--- src/hdl/ptd_pkg.sv ---
// ----------------------------------------------------------------------------
// ptd_pkg
// Request codes and the controller/datapath command and status bundles.
// ----------------------------------------------------------------------------
package ptd_pkg;

    localparam logic [2:0] REQ_TICK    = 3'd0;
    localparam logic [2:0] REQ_CREATE  = 3'd1;
    localparam logic [2:0] REQ_SUSPEND = 3'd2;
    localparam logic [2:0] REQ_RESUME  = 3'd3;
    localparam logic [2:0] REQ_KILL    = 3'd4;

    // Commands from the controller to the datapath.
    typedef struct packed {
        logic apply;   // apply a slot request (create, suspend, resume, kill)
        logic start;   // a tick was accepted: rewind the slot walk
        logic walk;    // advance the slot walk
        logic flush;   // emit the held fired id as the last beat of the tick
    } t_cmd;

    // Status from the datapath to the controller.
    typedef struct packed {
        logic walk_done; // all slots evaluated, pipeline empty
        logic pend_vld;  // a fired id is held back
        logic out_free;  // the output register can take a beat this cycle
    } t_sts;

endpackage

--- src/hdl/ptd_datapath.sv ---
// ----------------------------------------------------------------------------
// ptd_datapath
// Slot table, two-stage slot walk, held fired id and output register.
// ----------------------------------------------------------------------------
module ptd_datapath import ptd_pkg::*; #(
    parameter int NUM_SLOTS = 16
) (
    input  logic       i_clk,
    input  logic       i_rst_n,
    input  t_cmd       i_cmd,
    output t_sts       o_sts,
    input  logic [2:0] i_req_type,
    input  logic [3:0] i_task_id,
    input  logic [7:0] i_period,
    input  logic [7:0] i_first_delay,
    input  logic       i_start_suspended,
    input  logic       i_has_handler,
    input  logic       i_out_ready,
    output logic       o_out_valid,
    output logic [3:0] o_fired_id,
    output logic       o_last_fired
);

    localparam int AW = (NUM_SLOTS > 1) ? $clog2(NUM_SLOTS) : 1;
    localparam int CW = $clog2(NUM_SLOTS + 1);
    localparam logic [CW-1:0] WalkEnd = CW'(NUM_SLOTS);

    logic [NUM_SLOTS-1:0] r_present;
    logic [NUM_SLOTS-1:0] r_suspended;
    logic [7:0]           r_period_mem [NUM_SLOTS];
    logic [7:0]           r_count_mem  [NUM_SLOTS];
    logic [7:0]           r_rd_period;
    logic [7:0]           r_rd_count;

    logic [CW-1:0] r_idx;
    logic          r_s1_vld;
    logic          r_s1_act;
    logic [AW-1:0] r_s1_idx;
    logic          r_pend_vld;
    logic [3:0]    r_pend_id;
    logic          r_out_vld;
    logic [3:0]    r_out_id;
    logic          r_out_last;

    logic          id_ok;
    logic [AW-1:0] task_addr;
    logic [AW-1:0] walk_addr;
    logic          s0_busy;
    logic          s1_fire;
    logic          out_free;
    logic          stall;
    logic          adv;
    logic          walk_push;
    logic          push;
    logic          cnt_we;
    logic [7:0]    cnt_wdata;
    logic          create;

    assign id_ok     = (32'(i_task_id) < 32'(NUM_SLOTS));
    assign task_addr = AW'(i_task_id);
    assign walk_addr = r_idx[AW-1:0];
    assign s0_busy   = (r_idx != WalkEnd);
    assign s1_fire   = r_s1_vld && r_s1_act && (r_rd_count == 8'd0);
    assign out_free  = !r_out_vld || i_out_ready;
    // A second fired id can only move the held one out if the output is free.
    assign stall     = s1_fire && r_pend_vld && !out_free;
    assign adv       = i_cmd.walk && !stall;
    assign walk_push = adv && s1_fire && r_pend_vld;
    assign push      = walk_push || i_cmd.flush;
    assign cnt_we    = adv && r_s1_vld && r_s1_act;
    assign cnt_wdata = (r_rd_count == 8'd0) ? (r_rd_period - 8'd1) : (r_rd_count - 8'd1);
    assign create    = i_cmd.apply && id_ok && (i_req_type == REQ_CREATE);

    // Period and countdown tables with registered read.
    always_ff @(posedge i_clk) begin
        if (create) begin
            r_period_mem[task_addr] <= i_period;
            r_count_mem[task_addr]  <= i_first_delay;
        end else if (cnt_we) begin
            r_count_mem[r_s1_idx] <= cnt_wdata;
        end
        if (adv && s0_busy) begin
            r_rd_period <= r_period_mem[walk_addr];
            r_rd_count  <= r_count_mem[walk_addr];
        end
    end

    always_ff @(posedge i_clk) begin
        if (!i_rst_n) begin
            r_present   <= '0;
            r_suspended <= '0;
        end else if (i_cmd.apply && id_ok) begin
            case (i_req_type)
                REQ_CREATE: begin
                    r_suspended[task_addr] <= i_start_suspended;
                    r_present[task_addr]   <= i_has_handler;
                end
                REQ_SUSPEND: begin
                    r_suspended[task_addr] <= 1'b1;
                end
                REQ_RESUME: begin
                    r_suspended[task_addr] <= 1'b0;
                end
                REQ_KILL: begin
                    r_present[task_addr] <= 1'b0;
                end
                default: begin
                end
            endcase
        end
    end

    always_ff @(posedge i_clk) begin
        if (!i_rst_n) begin
            r_idx      <= '0;
            r_s1_vld   <= 1'b0;
            r_pend_vld <= 1'b0;
        end else if (i_cmd.start) begin
            r_idx      <= '0;
            r_s1_vld   <= 1'b0;
            r_pend_vld <= 1'b0;
        end else begin
            if (adv) begin
                if (s0_busy) begin
                    r_idx    <= r_idx + CW'(1);
                    r_s1_vld <= 1'b1;
                end else begin
                    r_s1_vld <= 1'b0;
                end
                if (s1_fire) begin
                    r_pend_vld <= 1'b1;
                end
            end
            if (i_cmd.flush) begin
                r_pend_vld <= 1'b0;
            end
        end
    end

    always_ff @(posedge i_clk) begin
        if (adv && s0_busy) begin
            r_s1_idx <= walk_addr;
            r_s1_act <= r_present[walk_addr] && !r_suspended[walk_addr];
        end
        if (adv && s1_fire) begin
            r_pend_id <= 4'(r_s1_idx);
        end
        if (push) begin
            r_out_id   <= r_pend_id;
            r_out_last <= i_cmd.flush;
        end
    end

    always_ff @(posedge i_clk) begin
        if (!i_rst_n) begin
            r_out_vld <= 1'b0;
        end else if (push) begin
            r_out_vld <= 1'b1;
        end else if (i_out_ready) begin
            r_out_vld <= 1'b0;
        end
    end

    assign o_sts.walk_done = !s0_busy && !r_s1_vld;
    assign o_sts.pend_vld  = r_pend_vld;
    assign o_sts.out_free  = out_free;

    assign o_out_valid  = r_out_vld;
    assign o_fired_id   = r_out_id;
    assign o_last_fired = r_out_last;

endmodule

--- src/hdl/ptd_controller.sv ---
// ----------------------------------------------------------------------------
// ptd_controller
// Request sequencer: accepts requests, runs the tick walk and the final flush.
// ----------------------------------------------------------------------------
module ptd_controller import ptd_pkg::*; (
    input  logic       i_clk,
    input  logic       i_rst_n,
    input  logic       i_valid,
    output logic       o_ready,
    input  logic [2:0] i_req_type,
    input  t_sts       i_sts,
    output t_cmd       o_cmd
);

    typedef enum logic [2:0] {
        S_IDLE  = 3'b001,
        S_WALK  = 3'b010,
        S_FLUSH = 3'b100
    } t_state;

    t_state r_state;
    t_state n_state;
    logic   accept;

    assign o_ready = (r_state == S_IDLE);
    assign accept  = i_valid && o_ready;

    assign o_cmd.apply = accept && (i_req_type != REQ_TICK);
    assign o_cmd.start = accept && (i_req_type == REQ_TICK);
    assign o_cmd.walk  = (r_state == S_WALK);
    assign o_cmd.flush = (r_state == S_FLUSH) && i_sts.pend_vld && i_sts.out_free;

    always_comb begin
        n_state = r_state;
        case (r_state)
            S_IDLE: begin
                if (o_cmd.start) begin
                    n_state = S_WALK;
                end
            end
            S_WALK: begin
                if (i_sts.walk_done) begin
                    n_state = S_FLUSH;
                end
            end
            S_FLUSH: begin
                if (!i_sts.pend_vld || i_sts.out_free) begin
                    n_state = S_IDLE;
                end
            end
            default: begin
                n_state = S_IDLE;
            end
        endcase
    end

    always_ff @(posedge i_clk) begin
        if (!i_rst_n) begin
            r_state <= S_IDLE;
        end else begin
            r_state <= n_state;
        end
    end

endmodule

--- src/hdl/periodic_task_tick_dispatcher.sv ---
// ----------------------------------------------------------------------------
// periodic_task_tick_dispatcher
// Slot table of periodic tasks; a tick request reports every slot that is due.
// ----------------------------------------------------------------------------
// A request is one input beat. Create, suspend, resume and kill requests (and
// unknown request codes) are applied when accepted and produce no output. A
// tick request walks the NUM_SLOTS slots in index order, one slot per cycle
// while the walk is not stalled, through a two-stage pipeline around the
// period and countdown tables: the table read is registered, and the countdown
// write-back happens in the second stage. The walk stalls in every cycle in
// which a fired id has to wait for the output register because the downstream
// side has not taken the previous beat. The input is not ready during a tick.
// Each due slot gives one output beat carrying its id; the id is held back one
// step so that the final beat of the tick can carry last_fired. A tick with
// nothing due gives no output. The output register lets the next request be
// accepted while the last beat of a tick still waits to be taken. Only slots 0
// to 15 can be addressed, so slots above that never fire.
// ----------------------------------------------------------------------------
module periodic_task_tick_dispatcher import ptd_pkg::*; #(
    parameter int NUM_SLOTS = 16
) (
    input  logic       i_clk,
    input  logic       i_rst_n,
    input  logic       i_valid,
    output logic       o_ready,
    input  logic [2:0] i_req_type,
    input  logic [3:0] i_task_id,
    input  logic [7:0] i_period,
    input  logic [7:0] i_first_delay,
    input  logic       i_start_suspended,
    input  logic       i_has_handler,
    output logic       o_valid,
    input  logic       i_ready,
    output logic [3:0] o_fired_id,
    output logic       o_last_fired
);

    t_cmd cmd;
    t_sts sts;

    // The controller owns the request handshake and sequencing.
    ptd_controller u_ctrl (
        .i_clk      (i_clk),
        .i_rst_n    (i_rst_n),
        .i_valid    (i_valid),
        .o_ready    (o_ready),
        .i_req_type (i_req_type),
        .i_sts      (sts),
        .o_cmd      (cmd)
    );

    // The datapath holds the slot table, the walk pipeline and the output beat.
    ptd_datapath #(
        .NUM_SLOTS (NUM_SLOTS)
    ) u_dp (
        .i_clk             (i_clk),
        .i_rst_n           (i_rst_n),
        .i_cmd             (cmd),
        .o_sts             (sts),
        .i_req_type        (i_req_type),
        .i_task_id         (i_task_id),
        .i_period          (i_period),
        .i_first_delay     (i_first_delay),
        .i_start_suspended (i_start_suspended),
        .i_has_handler     (i_has_handler),
        .i_out_ready       (i_ready),
        .o_out_valid       (o_valid),
        .o_fired_id        (o_fired_id),
        .o_last_fired      (o_last_fired)
    );

endmodule

--- config.mk ---
export PLATFORM = sky130hd
export DESIGN_NAME = periodic_task_tick_dispatcher
export DESIGN_NICKNAME = d
export VERILOG_FILES = /design/src/hdl/ptd_pkg.sv /design/src/hdl/ptd_datapath.sv /design/src/hdl/ptd_controller.sv /design/src/hdl/periodic_task_tick_dispatcher.sv
export SDC_FILE = /design/constraint.sdc
export NUM_CORES = 1
export LEC_CHECK = 0
export BUFFER_PORTS_ARGS = -buffer_cell sky130_fd_sc_hd__buf_2
export CAP_MARGIN = 20
export CORE_MARGIN = 5
export CORE_UTILIZATION = 59
export CTS_CLUSTER_DIAMETER = 60
export DETAILED_ROUTE_END_ITERATION = 6
export GPL_ROUTABILITY_DRIVEN = 1
export GPL_TIMING_DRIVEN = 0
export PLACE_DENSITY = 0.85
export SKIP_CTS_REPAIR_TIMING = 1
export SYNTH_ARGS = -nofsm -noshare
export SYNTH_HDL_FRONTEND = slang
export SYNTH_SLANG_ARGS = --single-unit
--- constraint.sdc ---
create_clock -name i_clk -period 6.3 [get_ports i_clk]
set_input_delay 0.63 -clock i_clk [delete_from_list [all_inputs] [get_ports i_clk]]
set_output_delay 0.63 -clock i_clk [all_outputs]
set_load 0.005 [all_outputs]
==> out/results.txt <==
Die W = 160 um
Layout Cells excl Fill = 1121
CP Capture Type = register
Synth Area in Simple Gates = 0.0598
CTS tree = done
Top-Level Pins = 36
FP Rows = 55
Int Power = 3390 uW
Crit-path cells = or4_1, buf_2, nor2_1, a21oi_1, ha_1, nor3b_1, o311ai_0, xnor2_1, o21ai_0, buf_2
Top FF cell, synth = edfxtp_1
Initial antenna violation count = 1
Vias = 7594
Die Span Y = 160 um
Max Cap Violations = 0
Sw Share = 0.209
Type of the most critical hold path = input pin to register
GRT Overall Usage = 0.241
Worst skew pair latency = 0.55 ns
Final #Nets = 843
Sw power = 895 uW
Die ar. = 25700 um2
Clk slew on worst S/H paths = 0.06 ns
Routed vias/inst = 6.77
Arrival time at the worst endpoint = 3.92 ns
GRT overflow = 0
Cells after Synth = 738
Critical path class = register to register
Syn Nets = 770
DRC = 0
Worst VDD drop = 165 uV
Largest family of logic cells by synthesized area = multiplexers
EDFF count, synth = 286
Port-buffer cells = 34
Core region area = 22400 um2
Drt first pass iters = 7
Clk sink count = 329
RSZ-0062 raised after global routing = no
Final period utilization = 0.565
#FFs+latches synth = 329
First-pass GRT wire length = 46900 um
Commonest non-fill, non-tap cell in the layout = edfxtp_1
Fmax = 0.281 GHz
PwrDens = 287 nW/um2
H-tree depth = 1
TNS Setup = 0 ns
Register share of total power = 0.557
Syn Std Cell Area = 13300 um2
Gpl congestion = 0.903
Post-Synth Adder-Cell Area = 0.00282
Max FO, Critical Path = 12
Clock share of power = 0.406
Fill cells = 1382
Commonest cells after routing, fill and taps aside = edfxtp_1 (286), mux4_2 (82), nor2_1 (76)
Utilization after layout = 0.665
Outcome = completed
Unique cell type count in the Yosys netlist = 61
Final hold vios = 0
Vias in the first global route = 7652
Register area share after synthesis = 0.709
Mux contribution to synthesized area = 0.144
Relative slew margins = 0.317
Share of post-route cells with drive strength above 1 = 0.280
WL/cell = 27.7 um
Initial DRC count = 951
Final ANT Viol Nets = 0
Largest net degree at the start of global routing = 19
Root Driver = clkbuf_16
Post-Synth XOR/XNOR Area = 0.00131
Final worst slack = 2.74 ns
Slew Viols, Final = 0
Yosys warns = 0
WP data required = 6.66 ns
Hpwl dp = 20300 um
Slowest stage delay, CP = 0.52 ns
Drt total wl = 31000 um
Pre-CTS setup slack = 2.87 ns
Layout area overhead = 11.9%
Mean Syn Cell Area = 18.1 um2
Compound-cell area share of the yosys netlist = 0.0660
CP max-delay cell = or4_1
Maximum clock path buffer count = 3
Slew @ Worst Pin = 1.02 ns
CTS buffer count = 31
Final setup viols = 0
Placed cell count = 1063
Crit path top cell by count = buf_2
Initial core utilization = 0.594
Skew final = 0.0104 ns
Combinational fraction of design power = 0.037
Setup crit start kind = register
Leakage power = 0.00455 uW
Fraction of registers with async set/reset = 0
Final Critical Period = 3.56 ns
flip-flops by register name, indices dropped and copies added, names as in the netlist:
name,count
u_dp.o_last_fired,1
u_dp.r_idx,5
u_dp.r_rd_count,8
u_ctrl.r_state,3
u_dp.r_suspended,16
u_dp.o_fired_id,4
u_dp.o_out_valid,1
u_dp.r_count_mem,128
u_dp.r_s1_idx,4
u_dp.r_rd_period,8
u_dp.r_present,16
u_dp.r_s1_vld,1
u_dp.r_pend_vld,1
u_dp.r_s1_act,1
u_dp.r_period_mem,128
u_dp.r_pend_id,4
cell families after synthesis:
family	Yosys count
fa+ha+maj	3
compound gates	98
xor+xnor	2
buf+inv	56
simple gates	161
mux	89
flops	329
worst paths after layout:
kind	from	cells after the start	end	slack, ns
setup / recovery	u_dp.r_rd_count[4]	10	u_dp.r_count_mem[9][6]	2.74
hold / removal	i_has_handler	3	u_dp.r_present[15]	0.34
setup reg to reg	u_dp.r_rd_count[4]	10	u_dp.r_count_mem[9][6]	2.74
hold reg to reg	u_dp.r_pend_id[3]	0	u_dp.o_fired_id[3]	0.42
critical path: cells and delay by family, from the launching register on:
family          cells  cell delay, ns
compound gates      3            0.83
simple gates        3            1.08
fa+ha+maj           1            0.25
buf+inv             2            0.55
xor+xnor            1            0.14
flops               1            0.50
synth_stat cells (7+ instances only):
master | n | share of area
nor2_1 | 77 | 0.022
a21oi_1 | 11 | 0.0041
edfxtp_1 | 286 | 0.64
inv_1 | 20 | 0.0056
nand3_1 | 7 | 0.0026
o21ai_0 | 9 | 0.0034
buf_2 | 11 | 0.0041
o221a_2 | 32 | 0.027
a32oi_1 | 9 | 0.0059
mux4_2 | 82 | 0.14
nand2_1 | 28 | 0.0079
dfxtp_1 | 43 | 0.065
clkbuf_1 | 19 | 0.0053
metrics by stage:
stage          total power (uW)  hold WS [ns]  cell area, um2
3_3_place_gp               2570         0.405           13900
6_report                   4280         0.338           14900
3_5_place_dp               2590         0.406           14000
2_1_floorplan              2520         0.400           13300
5_1_grt                    4410         0.362           14900
4_1_cts                    4290         0.328           14900
per-layer routing:
layer  track usage  vias to the layer above  wire length, um
met5             0                        -               13
met3        0.0523                      100             3170
li1              -                     3183                -
met1         0.330                     3810            11500
met4        0.0919                        2             1340
met2         0.387                      499            15000
cell type report:
type / instances / area (um2) / share of cell area
diodes: 1 / 2.50 / 0.000168
plain buffers: 36 / 160 / 0.0107
clock buffers: 38 / 812 / 0.0544
clock inverters: 19 / 135 / 0.00906
inverters: 20 / 75.1 / 0.00503
multi-input cells: 353 / 3690 / 0.248
flip-flops and latches: 329 / 9450 / 0.634
well taps: 285 / 357 / 0.0239
repair buffers: 40 / 230 / 0.0154
power by group through the flow:
stage               combinational, uW  sequential, uW  clock [uW]
global route                      171            2390        1860
floorplan                        90.5            2430           0
finish                            159            2390        1740
CTS                               158            2390        1740
global placement                  142            2430           0
detailed placement                155            2430           0
Power figures use the tool's default switching activity.
